<file path="src/design/crc16_pkg.sv">
// Package: shared types, constants and the byte step function of the CRC-16 engine.
`timescale 1ns / 1ps

package crc16_pkg;

    localparam int unsigned CRC_W    = 16;
    localparam int unsigned BYTE_W   = 8;
    localparam int unsigned CFG_IX_W = 2;

    localparam logic [CRC_W-1:0] POLY_RESET  = 16'hA001;
    localparam logic [CRC_W-1:0] START_RESET = 16'hFFFF;

    // Register indexes of the configuration port
    localparam logic [CFG_IX_W-1:0] REG_POLYNOMIAL  = 2'd0;
    localparam logic [CFG_IX_W-1:0] REG_START_VALUE = 2'd1;

    // Item commands
    localparam logic CMD_ABSORB  = 1'b0;
    localparam logic CMD_RESTART = 1'b1;

    // Read response of the state memory
    typedef struct packed {
        logic             valid;
        logic [CRC_W-1:0] data;
    } t_mem_rd;

    // Eight reflected shift steps on the table index, LSB first
    function automatic logic [CRC_W-1:0] crc_byte_term(
        input logic [CRC_W-1:0]  poly,
        input logic [BYTE_W-1:0] index
    );
        logic [CRC_W-1:0]  acc;
        logic [BYTE_W-1:0] val;
        acc = '0;
        val = index;
        for (int i = 0; i < BYTE_W; i++) begin
            if (acc[0] ^ val[0]) begin
                acc = (acc >> 1) ^ poly;
            end else begin
                acc = acc >> 1;
            end
            val = val >> 1;
        end
        return acc;
    endfunction

endpackage

</file>
<file path="src/design/crc16_reflected_byte_engine_top.sv">
// Top level of the reflected CRC-16 byte engine: pipeline control, registers, output stage.
//
//  channel  | direction | handshake         | payload
//  ---------+-----------+-------------------+------------------------------
//  input    | in        | i_valid / o_stall | i_command, i_data_byte
//  result   | out       | o_valid / i_stall | o_crc_value
//  config   | in        | i_cfg_we          | i_cfg_index, i_cfg_data
//
//  One transaction per cycle sustained while the result channel does not stall; a result
//  passes the update stage (state read) and the output register before o_valid rises.
//  Each byte makes a single read-modify-write of the state memory; a write landing
//  on the edge of the next read is forwarded so back-to-back bytes never wait.
//  Reset (synchronous, active low) restores polynomial 0xA001 and start value 0xFFFF
//  and marks the state entry unwritten, so it reads as 0xFFFF; no clearing pass.
//  A stalled result holds in the output register while one more transaction is taken.
`timescale 1ns / 1ps

module crc16_reflected_byte_engine_top
    import crc16_pkg::*;
(
    input  logic                i_clk,
    input  logic                i_rst_n,
    // input channel
    input  logic                i_valid,
    output logic                o_stall,
    input  logic                i_command,
    input  logic [BYTE_W-1:0]   i_data_byte,
    // result channel
    output logic                o_valid,
    input  logic                i_stall,
    output logic [CRC_W-1:0]    o_crc_value,
    // configuration port
    input  logic                i_cfg_we,
    input  logic [CFG_IX_W-1:0] i_cfg_index,
    input  logic [CRC_W-1:0]    i_cfg_data
);

    // configuration
    logic [CRC_W-1:0]  r_poly;
    logic [CRC_W-1:0]  r_start;

    // update stage: the transaction whose state read is in flight
    logic              r_s1_valid;
    logic              r_s1_cmd;
    logic [BYTE_W-1:0] r_s1_data;

    // forwarding of a write that coincided with the read
    logic              r_byp;
    logic [CRC_W-1:0]  r_byp_crc;

    // output register
    logic              r_out_valid;
    logic [CRC_W-1:0]  r_out_crc;

    t_mem_rd           mem_rd;
    logic              accept;
    logic              s1_adv;
    logic [CRC_W-1:0]  cur_crc;
    logic [CRC_W-1:0]  n_crc;

    // Advance the update stage whenever the output register is free or being drained
    assign s1_adv  = r_s1_valid && (!r_out_valid || !i_stall);
    assign o_stall = r_s1_valid && !s1_adv;
    assign accept  = i_valid && !o_stall;

    // Pick the freshest running CRC: forwarded write, then memory, then reset value
    always_comb begin
        if (r_byp) begin
            cur_crc = r_byp_crc;
        end else if (mem_rd.valid) begin
            cur_crc = mem_rd.data;
        end else begin
            cur_crc = START_RESET;
        end
    end

    crc16_state_mem u_mem (
        .i_clk     (i_clk),
        .i_rst_n   (i_rst_n),
        .i_rd_en   (accept),
        .i_wr_en   (s1_adv),
        .i_wr_data (n_crc),
        .o_rd      (mem_rd)
    );

    crc16_byte_step u_step (
        .i_command     (r_s1_cmd),
        .i_data_byte   (r_s1_data),
        .i_crc         (cur_crc),
        .i_polynomial  (r_poly),
        .i_start_value (r_start),
        .o_crc         (n_crc)
    );

    // Control state
    always_ff @(posedge i_clk) begin
        if (!i_rst_n) begin
            r_poly      <= POLY_RESET;
            r_start     <= START_RESET;
            r_s1_valid  <= 1'b0;
            r_byp       <= 1'b0;
            r_out_valid <= 1'b0;
        end else begin
            // Drop writes to indexes beyond the register list
            if (i_cfg_we) begin
                case (i_cfg_index)
                    REG_POLYNOMIAL:  r_poly  <= i_cfg_data;
                    REG_START_VALUE: r_start <= i_cfg_data;
                    default:         ;
                endcase
            end

            if (accept) begin
                r_s1_valid <= 1'b1;
                r_byp      <= s1_adv;
            end else if (s1_adv) begin
                r_s1_valid <= 1'b0;
            end

            if (s1_adv) begin
                r_out_valid <= 1'b1;
            end else if (!i_stall) begin
                r_out_valid <= 1'b0;
            end
        end
    end

    // Payload registers
    always_ff @(posedge i_clk) begin
        if (accept) begin
            r_s1_cmd  <= i_command;
            r_s1_data <= i_data_byte;
            r_byp_crc <= n_crc;
        end
        if (s1_adv) begin
            r_out_crc <= n_crc;
        end
    end

    assign o_valid     = r_out_valid;
    assign o_crc_value = r_out_crc;

endmodule

</file>
<file path="src/design/crc16_state_mem.sv">
// Single-entry synchronous state memory holding the running CRC, with a registered read.
`timescale 1ns / 1ps

module crc16_state_mem
    import crc16_pkg::*;
(
    input  logic             i_clk,
    input  logic             i_rst_n,
    input  logic             i_rd_en,
    input  logic             i_wr_en,
    input  logic [CRC_W-1:0] i_wr_data,
    output t_mem_rd          o_rd
);

    logic [CRC_W-1:0] r_mem [0:0];
    logic             r_mem_valid;
    logic [CRC_W-1:0] r_rd_data;
    logic             r_rd_valid;

    // Payload store: no reset
    always_ff @(posedge i_clk) begin
        if (i_wr_en) begin
            r_mem[0] <= i_wr_data;
        end
        if (i_rd_en) begin
            r_rd_data <= r_mem[0];
        end
    end

    // Valid bit: an unwritten entry reads as the reset value
    always_ff @(posedge i_clk) begin
        if (!i_rst_n) begin
            r_mem_valid <= 1'b0;
            r_rd_valid  <= 1'b0;
        end else begin
            if (i_wr_en) begin
                r_mem_valid <= 1'b1;
            end
            if (i_rd_en) begin
                r_rd_valid <= r_mem_valid;
            end
        end
    end

    assign o_rd.valid = r_rd_valid;
    assign o_rd.data  = r_rd_data;

endmodule

</file>
<file path="src/design/crc16_byte_step.sv">
// Next-state logic: absorb one byte or reload the start value.
`timescale 1ns / 1ps

module crc16_byte_step
    import crc16_pkg::*;
(
    input  logic              i_command,
    input  logic [BYTE_W-1:0] i_data_byte,
    input  logic [CRC_W-1:0]  i_crc,
    input  logic [CRC_W-1:0]  i_polynomial,
    input  logic [CRC_W-1:0]  i_start_value,
    output logic [CRC_W-1:0]  o_crc
);

    logic [BYTE_W-1:0] index;
    logic [CRC_W-1:0]  term;

    assign index = i_data_byte ^ i_crc[BYTE_W-1:0];
    assign term  = crc_byte_term(i_polynomial, index);

    always_comb begin
        case (i_command)
            CMD_RESTART: o_crc = i_start_value;
            CMD_ABSORB:  o_crc = (i_crc >> BYTE_W) ^ term;
            default:     o_crc = i_crc;
        endcase
    end

endmodule

</file>
<file path="config.mk">
export PLATFORM = sky130hd
export DESIGN_NAME = crc16_reflected_byte_engine_top
export DESIGN_NICKNAME = d
export VERILOG_FILES = /design/src/design/crc16_pkg.sv /design/src/design/crc16_reflected_byte_engine_top.sv /design/src/design/crc16_state_mem.sv /design/src/design/crc16_byte_step.sv
export SDC_FILE = /design/constraint.sdc
export NUM_CORES = 1
export LEC_CHECK = 0
export BUFFER_PORTS_ARGS = -buffer_cell sky130_fd_sc_hd__buf_2
export CAP_MARGIN = 20
export CORE_MARGIN = 2
export CORE_UTILIZATION = 50
export CTS_CLUSTER_DIAMETER = 60
export DETAILED_ROUTE_END_ITERATION = 8
export PLACE_DENSITY_LB_ADDON = 0.2
export SYNTH_ARGS = -nofsm -noshare
export SYNTH_HDL_FRONTEND = slang
export SYNTH_SLANG_ARGS = --single-unit
</file>
<file path="constraint.sdc">
create_clock -name i_clk -period 5.4 [get_ports i_clk]
set_input_delay 1.08 -clock i_clk [delete_from_list [all_inputs] [get_ports i_clk]]
set_output_delay 1.08 -clock i_clk [all_outputs]
set_load 0.02 [all_outputs]
</file>
==> results.txt, run 1 <==
The die boundary height is 114 um, and the count of maximum capacitance violations is 0. The number of enable flip-flop cells after synthesis is 57, and the count of placed standard cells including taps is 824. The XOR/XNOR share of the synthesized area is 0.152.

For this run, the number of Yosys warnings is 0. The effective utilization at floorplan came out at 0.508. After layout, the design draws a total of 2.11 mW. Setup repair after global routing left no endpoint under its margin.

The number of I/O port buffers came out at 49. The run gives 50 as the number of top-level pins. The minimum setup slack in the final design was 0.309 ns. Counting every net in the synthesized netlist gives 699. After clock tree synthesis, the clock-pin slew on the worst setup and hold paths is 0.06 ns. The ratio of routed vias to standard cells is 6.12. The routed design has 15.7 mm of wire.

The compound-gate portion of the synthesized area works out to 0.186. From synthesis to final layout, the design area changed by 10.1%. The tools report the static leakage power as 2.47 nW.

The number of max-slew violations in the final report is 0, and the final estimated routing congestion in global placement is 0.880. The clock drives 94 sinks. Synthesis produced 667 cells. First-pass iteration count of the detailed router: 6. The simple-gate share of the synthesized area is 0.208. The detail route stage leaves a number of antenna-violating nets equal to 0. The number of gates resized after CTS was 0. By area, the combinational part of the netlist is dominated by simple AND/OR/NAND/NOR gates. TritonCTS built the clock tree.

Worst setup path category: flop to flop. The run gives 0.266 mV as the worst IR drop on VDD. The worst setup path is captured at a flop. For the pre-CTS setup slack, the log shows 0.475 ns. The tools report the area enclosed by the die boundary as 13,000 um2.

In this run, CTS created clock tree buffers numbering 9. The routed length per instance was 18.7 um; the total vias in the final route was 5,144. The maximum level of the CTS H-tree was 3; the final setup TNS was 0 ns. The fraction of registers with async set or reset after synthesis came out at 0. In this run the clock root is driven by a clkbuf_16. After floorplanning, the core was sized to cover 11,900 um2. The first global-routing pass estimated 25.9 mm of wire. Between clock sinks in the finished design, the worst skew comes to 0.00727 ns.

The later pin in the worst-skew pair is clocked with a latency of 0.34 ns. The area share of fa/ha/maj cells after synthesis came out at 0. Buffers added to address setup during post-CTS repair amount to 0. In this run the horizontal extent of the chip is 114 um. For the required time of the critical path, the log shows 5.54 ns. The detailed router finished its first iteration with 501 violations. The transition at the pin with the smallest max-transition slack came out at 0.993 ns. The logs give 0.405 for the sequential-to-total area share from yosys stat and 2 for the maximum count of clock buffers along a single path. The number of endpoints failing setup at the final stage came out at 0. The total global routing track utilization was 0.255; the cell area after synthesis was 6050 um2.

After floorplanning, the core was divided into 40 placement rows. The initial antenna violation count is 0. The global-route congestion overflow total was 0. The number of global-route vias before repair was 4,951; the final non-filler cell total was 840. The number of library cell types mapped by synthesis came out at 68. The flow ran to the end, and the final reports show no timing, DRC or antenna violations. The maximum fanout encountered on the critical timing path came out at 21.

After detailed routing, the number of remaining DRC violations is 0. Dividing total power by cell area gives a power density of 316 nW/um2. Detailed placement finished with a half-perimeter wire length of 11.0 mm. After clock tree synthesis, the flow added hold-fix buffers numbering 0.

The tools report the maximum number of pins on one net before global-route repair as 50. Across all hold checks on the routed design, the worst slack comes to 0.450 ns. Once placement finished, the instance area stood at 6380 um2.

The flip-flop and latch count after synthesis works out to 94. STA puts the critical path data arrival time at 5.24 ns. The worst setup path is launched from a flop. The repair_antennas step left the layout with diodes totalling 0. After synthesis, the mean cell area works out to 9.08 um2. Static timing analysis puts the maximum clock frequency at 0.196 GHz. The clock period could shrink to 5.09 ns. The multiplexer share of the synthesized area works out to 0.00723. After routing the design area is 6660 um2. At the end of the flow, the number of nets in the layout was 720. The type of the worst min-delay path is flop to flop. The final design utilization is 0.559, and the max-slew headroom at the worst pin is 0.338. The fraction of layout cells with a size suffix above 1 is 0.139.

Number of failing hold endpoints at the final stage: 0. The ratio of final minimum period to clock period is 0.943. Among all flip-flop cells after synthesis, the most frequent one is edfxtp_1.
## where the power goes
part / internal, mW / switching (mW) / leakage (nW)
clock: 0.340 / 0.253 / 0.139
sequential: 0.831 / 0.0432 / 0.843
combinational: 0.275 / 0.363 / 1.48
total: 1.45 / 0.659 / 2.47
## Yosys cell counts (2+ instances only)
| master | number | area share |
|---|---|---|
| a211o_1 | 2 | 0.0029 |
| a211oi_1 | 2 | 0.0025 |
| a21boi_0 | 15 | 0.019 |
| a21oi_1 | 13 | 0.011 |
| a22o_1 | 2 | 0.0029 |
| a22oi_1 | 3 | 0.0037 |
| a311o_1 | 2 | 0.0033 |
| a32oi_1 | 2 | 0.0029 |
| and2_1 | 3 | 0.0031 |
| and3_1 | 5 | 0.0052 |
| buf_2 | 2 | 0.0017 |
| clkbuf_1 | 48 | 0.030 |
| dfxtp_1 | 37 | 0.12 |
| edfxtp_1 | 57 | 0.28 |
| inv_1 | 15 | 0.0093 |
| mux2_2 | 3 | 0.0056 |
| nand2_1 | 144 | 0.089 |
| nand2b_1 | 4 | 0.0041 |
| nand3_1 | 49 | 0.041 |
| nand4_1 | 11 | 0.011 |
| nor2_1 | 24 | 0.015 |
| nor2b_1 | 4 | 0.0041 |
| nor3_1 | 5 | 0.0041 |
| nor3b_1 | 2 | 0.0025 |
| nor4_1 | 4 | 0.0041 |
| o2111ai_1 | 15 | 0.022 |
| o211a_1 | 2 | 0.0033 |
| o211ai_1 | 26 | 0.032 |
| o21a_1 | 3 | 0.0037 |
| o21ai_0 | 13 | 0.011 |
| o21ai_1 | 11 | 0.0091 |
| o221ai_1 | 2 | 0.0029 |
| o22ai_1 | 16 | 0.017 |
| o31a_1 | 3 | 0.0043 |
| or3_1 | 4 | 0.0041 |
| or3b_4 | 2 | 0.0037 |
| xnor2_1 | 65 | 0.094 |
| xnor3_1 | 14 | 0.052 |
| xor2_1 | 4 | 0.0058 |
## cells in the final DEF (no fill, tap or decap), types with 5 or more instances in the layout
cell,synthesis,routed
edfxtp_1,57,57
nand3_1,49,49
a21oi_1,13,13
nor3_1,5,5
nor2_1,24,24
o211ai_1,26,26
o2111ai_1,15,15
clkbuf_16,0,10
xnor2_1,65,65
nand2_1,144,144
buf_4,0,11
o22ai_1,16,16
and3_1,5,5
o21ai_0,13,13
inv_1,15,15
o21ai_1,11,11
dfxtp_1,37,37
buf_2,2,49
a21boi_0,15,14
nand4_1,11,11
xnor3_1,14,14
## final timing paths
check / startpoint / depth (start not counted) / slack, ns / end
hold reg to reg: u_mem.r_mem[0][9] / 0 / 0.45 / u_mem.r_rd_data[9]
setup reg to reg: r_byp / 14 / 0.31 / u_mem.r_mem[0][11]
setup / recovery: r_byp / 14 / 0.31 / u_mem.r_mem[0][11]
hold / removal: u_mem.r_mem[0][9] / 0 / 0.45 / u_mem.r_rd_data[9]
## flip-flops by register name (all words and copies together), names as in the netlist
name / flops
u_mem.r_rd_data: 16
o_valid: 1
r_byp_crc: 16
r_poly: 16
r_start: 16
r_s1_valid: 1
u_mem.r_mem: 16
r_s1_cmd: 1
r_byp: 1
r_s1_data: 8
u_mem.r_mem_valid: 1
u_mem.r_rd_valid: 1
## area by class of cell
type	count	area [um2]
repair buffers	61	339
clock inverters	3	18.8
flip-flops and latches	94	2450
multi-input cells	507	3350
fillers	1080	5250
inverters	15	56.3
well taps	147	184
clock buffers	13	262
## metal layers
layer | up-vias | GRT usage | wire length (um)
li1 | 2452 | - | -
met1 | 2456 | 0.360 | 7180
met2 | 205 | 0.404 | 7280
met3 | 31 | 0.0452 | 997
met4 | 0 | 0.0756 | 237
met5 | - | 0 | 0
## worst max-delay path, stage by stage, from the launching register on
cell and delay [ns]:
dfxtp_1 0.48, inv_1 0.32, o22ai_1 0.30, xnor2_1 0.19, a211o_1 0.35, o32ai_4 0.28
buf_4 0.27, a21oi_1 0.17, o2111ai_1 0.39, nand2_1 0.50, nand3_1 0.32, nand4_2 0.43
nand3_2 0.25, xnor3_1 0.38, o21ai_1 0.25
## logic make-up (layout without fill, tap and decap cells)
| group | count (synthesis) | in the layout |
|---|---|---|
| and+or+nand+nor | 271 | 271 |
| AOI/OAI and AO/OA | 149 | 149 |
| DFF | 94 | 94 |
| xor gates and xnor gates | 83 | 83 |
| buffers and inverters | 66 | 92 |
| muxes | 4 | 4 |
(Power assumes the default switching activity.)
==> run 2: changes to the inputs <==
--- a/config.mk
+++ b/config.mk
@@ -5,13 +5,16 @@
 export SDC_FILE = /design/constraint.sdc
 export NUM_CORES = 1
 export LEC_CHECK = 0
+export ABC_AREA = 1
 export BUFFER_PORTS_ARGS = -buffer_cell sky130_fd_sc_hd__buf_2
 export CAP_MARGIN = 20
+export CELL_PAD_IN_SITES_DETAIL_PLACEMENT = 2
+export CELL_PAD_IN_SITES_GLOBAL_PLACEMENT = 2
 export CORE_MARGIN = 2
-export CORE_UTILIZATION = 50
+export CORE_UTILIZATION = 34
 export CTS_CLUSTER_DIAMETER = 60
 export DETAILED_ROUTE_END_ITERATION = 8
-export PLACE_DENSITY_LB_ADDON = 0.2
+export PLACE_DENSITY_LB_ADDON = 0.1
 export SYNTH_ARGS = -nofsm -noshare
 export SYNTH_HDL_FRONTEND = slang
 export SYNTH_SLANG_ARGS = --single-unit
==> run 2 against run 1 <==
  * Die area up 49%
  * First-iteration DRC count down 39%
  * Clock skew down 0.0013 ns
  * Total power up 26%
  * Sequential share of layout area down 0.93 points
  * Final cell count up 38%
  * Via count up 18%
  * Sequential cell count unchanged
  * Synthesized cell count up 35%
==> results.txt, run 2 <==
The flow ran to the end, and the final reports show no timing, DRC or antenna violations. For the final design utilization, the log shows 0.381. Counting instances, the worst hold path has a depth of 0. Counting stages on the worst path, the most repeated cell is nand2_2. The number of max-slew violations in the final report is 0, and the transition at the pin with the smallest max-transition slack is 0.965 ns.

The initial antenna violation count came out at 0. Most numerous cell in the Yosys netlist: nand2_1. The detail route stage leaves a number of antenna-violating nets equal to 0. The first-pass iteration count of the detailed router was 4. Setup slack on the worst reg-to-reg path comes out at 0.54 ns. In this run the power spent charging and discharging nets is 1.14 mW. The initialized floorplan defines 49 standard-cell rows. Counting flops and latches in the post-synthesis netlist gives 94. Counting every net in the synthesized netlist gives 933.

The tools report the worst reg2reg path startpoint as r_byp. The number of different library cells used by synthesis comes to 32. The tightest min-delay check is of the flop to flop type. The kind of cell adding the most delay to the critical path was simple AND/OR/NAND/NOR gates. The count of placed standard cells including taps was 1,141. The signal on the critical path passes through inv_4 -> nand3_1 -> nand3_1 -> nand2_2 -> nand3_2 -> nand2_2 -> nor2_1 -> nand2_2 -> nand3_2 -> nand2_1 -> nand2_2 -> nor2_1 -> xnor2_1 -> nand2_2 -> nand2_4 -> nand3_2 -> nand2_2 -> nor2_1 -> nand2_1 -> nand2_4 -> nand2_1 -> nand2_1 -> nand3_1 -> nand2_1.

The tools report the final non-filler cell total as 1,158. The endpoint class of the critical path is a flop. In this design, the stage delay of the slowest critical-path cell is 0.49 ns. The minimum period implied by the final worst setup slack came out at 4.86 ns.

Based on the critical path, the design can be clocked at up to 0.206 GHz. The run gives 0.395 as the sequential-to-total area share from yosys stat. Summing all placed instances gives a cell area of 6550 um2.

By count the netlist is led by nand2_1, nand3_1, inv_1. Setup repair after global routing left no endpoint under its margin. The fraction of layout cells with a size suffix above 1 works out to 0.105.

The wire length after detailed routing was 23.1 mm; the proportion of power drawn by flip-flops and latches was 0.340. The library cell used most frequently in the layout, excluding fill and tap cells, is nand2_1. The maximum fanout encountered on the critical timing path is 31.

The top cell types in the final layout, fill and taps aside, are nand2_1, nand3_1, inv_1. The total global routing track utilization was 0.241; the cell area after synthesis was 6220 um2. Once layout is done, the placed cells without fillers occupy 6840 um2. The startpoint identified for the worst hold timing path is u_mem.r_mem[0][14].

The tools report the quantity of hold-fixing buffers added after cts as 0. In this run, synthesis inferred 57 flip-flops with an integrated enable. The run gives 18.0 mm as the detailed placement HPWL. The switching power as a share of total power works out to 0.432. The ratio of final minimum period to clock period is 0.900. For this block, the initial DRC count from the detailed router was 304. The die covers 19,400 um2. Setup violations remaining at the end of the flow were counted as 0. The count of buffering cells on the critical path with inverters included works out to 1. Max-slew headroom at the worst pin: 0.356. 50 I/O pins were placed. Relative to the synthesized area, the layout overhead comes to 9.98%.

After detailed routing, the average wire length per cell comes to 20.0 um. For the worst setup path, the data arrival time is 4.95 ns. The tools report the effective utilization at floorplan as 0.346. TritonCTS built the clock tree. For the final routed database, the setup TNS stands at 0 ns. The floorplan step set the die width to 139 um. The tools report the part of the power in the clock network as 0.231. The number of synthesis warnings came out at 0. The tools report the combinational group share of total power as 0.429. The maximum level of the CTS H-tree is 3. Ranked by total cell area, the synthesized netlist is headed by edfxtp_1, nand2_1, nand3_1. Worst setup path category: flop to flop.

Startpoint class of the critical path: a flop. Counting cells, the worst reg-to-reg path comes to 24. Dividing total power by cell area gives a power density of 387 nW/um2. Summed over all layers, the global routing overflow is 0. For the number of nets in the final layout, the log shows 956. The congestion estimate from routability-driven global placement came to 0.834. The repair_antennas step left the layout with diodes totalling 0. The later-pin clock latency in the skew report came out at 0.35 ns.

The endpoint identified for the worst register-to-register timing path is u_mem.r_mem[0][10]. In this run the mean area of a mapped cell was 6.90 um2. At the worst endpoint, the required time is 5.49 ns. Entering global routing, the biggest net connects 42 pins.

For the instance count of the mapped netlist, the log shows 901. The slowest stage of the critical path is the dfxtp_1 cell. The static leakage power was 3.20 nW.

Counting every sink on the clock net gives 94. Dividing the detail-routed via count by the number of cells gives 5.26. For the number of DRC violations after detailed routing, the log shows 0. Max-cap violations in this run came to 0. The run gives 18,000 um2 as the area of the core region. The tree is rooted in a clkbuf_16. Internal power comes to 1.50 mW.

The fraction of registers with async set or reset after synthesis is 0, and the area share of the leading cell type in the synthesized netlist is 0.275. TritonCTS created 9 clock buffers. Number of global-route vias before repair: 6,419. The dominant cell type by area after synthesis is edfxtp_1. The tools report the number of failing hold endpoints at the final stage as 0. The clock edge transition at the registers on the reported setup and hold paths is 0.07 ns. VDD sags by at most 0.199 mV. The path with the worst hold slack has its endpoint at u_mem.r_rd_data[14]. In this run the tool buffered the top-level ports with 49 buffer cells.

The wire length of the first global-routing pass is 36.3 mm. The most used flip-flop cell after synthesis is edfxtp_1. The maximum count of clock buffers along a single path came out at 2.

The setup skew after layout was 0.00600 ns. The die boundary height was 139 um; the total vias in the final route was 6,093.
## run 2: how the worst max path moves through the flow
stage / startpoint / end / slack, ns / depth (start not counted)
6_report: r_byp / u_mem.r_mem[0][10] / 0.54 / 24
5_1_grt: r_byp / u_mem.r_mem[0][10] / 0.08 / 24
4_1_cts: r_byp / u_mem.r_mem[0][10] / 0.11 / 25
3_5_place_dp: r_byp / u_mem.r_mem[0][10] / 0.16 / 25
3_3_place_gp: r_byp / r_byp_crc[10] / 0.62 / 25
2_1_floorplan: r_byp / r_byp_crc[13] / 2.45 / 29
## run 2: layer usage
metal / share of wire / GRT usage / vias up
met2: 0.46 / 0.393 / 99
met1: 0.50 / 0.350 / 3051
li1: - / - / 2926
met5: 0 / 0 / -
met3: 0.029 / 0.0234 / 17
met4: 0.011 / 0.0510 / 0
## run 2: layout make-up
type | instances | area [um2]
Clock buffer | 13 | 250
Tap cell | 229 | 287
Fill cell | 2158 | 11100
Timing Repair Buffer | 56 | 303
Inverter | 98 | 370
Multi-Input combinational cell | 665 | 3150
Clock inverter | 3 | 22.5
Sequential cell | 94 | 2450
## run 2: through the flow
step	hold WS, ns	setup slack, ns	power [mW]
6_report	0.457	0.543	2.65
5_1_grt	0.469	0.0795	2.83
4_1_cts	0.462	0.110	2.66
2_1_floorplan	0.429	2.45	1.77
3_3_place_gp	0.435	0.622	1.96
3_5_place_dp	0.447	0.162	2.04
## run 2: what timing repair did
item,in CTS,in global routing
buffers inserted,0,0
setup endpoints to repair,0,32
gates resized for setup,0,4
## run 2: kinds of logic after synthesis
logic type / after synthesis / share of synthesized area
AND/OR/NAND/NOR: 554 / 0.381
buffers and inverters: 142 / 0.100
flip-flops: 94 / 0.395
AO/OA/AOI/OAI: 63 / 0.0554
XOR/XNOR: 48 / 0.0688
## run 2: power groups by stage
stage	Sequential, mW	Clock, mW	Combinational (mW)
final	0.898	0.611	1.14
after floorplan	0.894	0	0.876
after detailed placement	0.913	0	1.12
after global placement	0.909	0	1.05
after global routing	0.904	0.646	1.28
after CTS	0.898	0.623	1.14
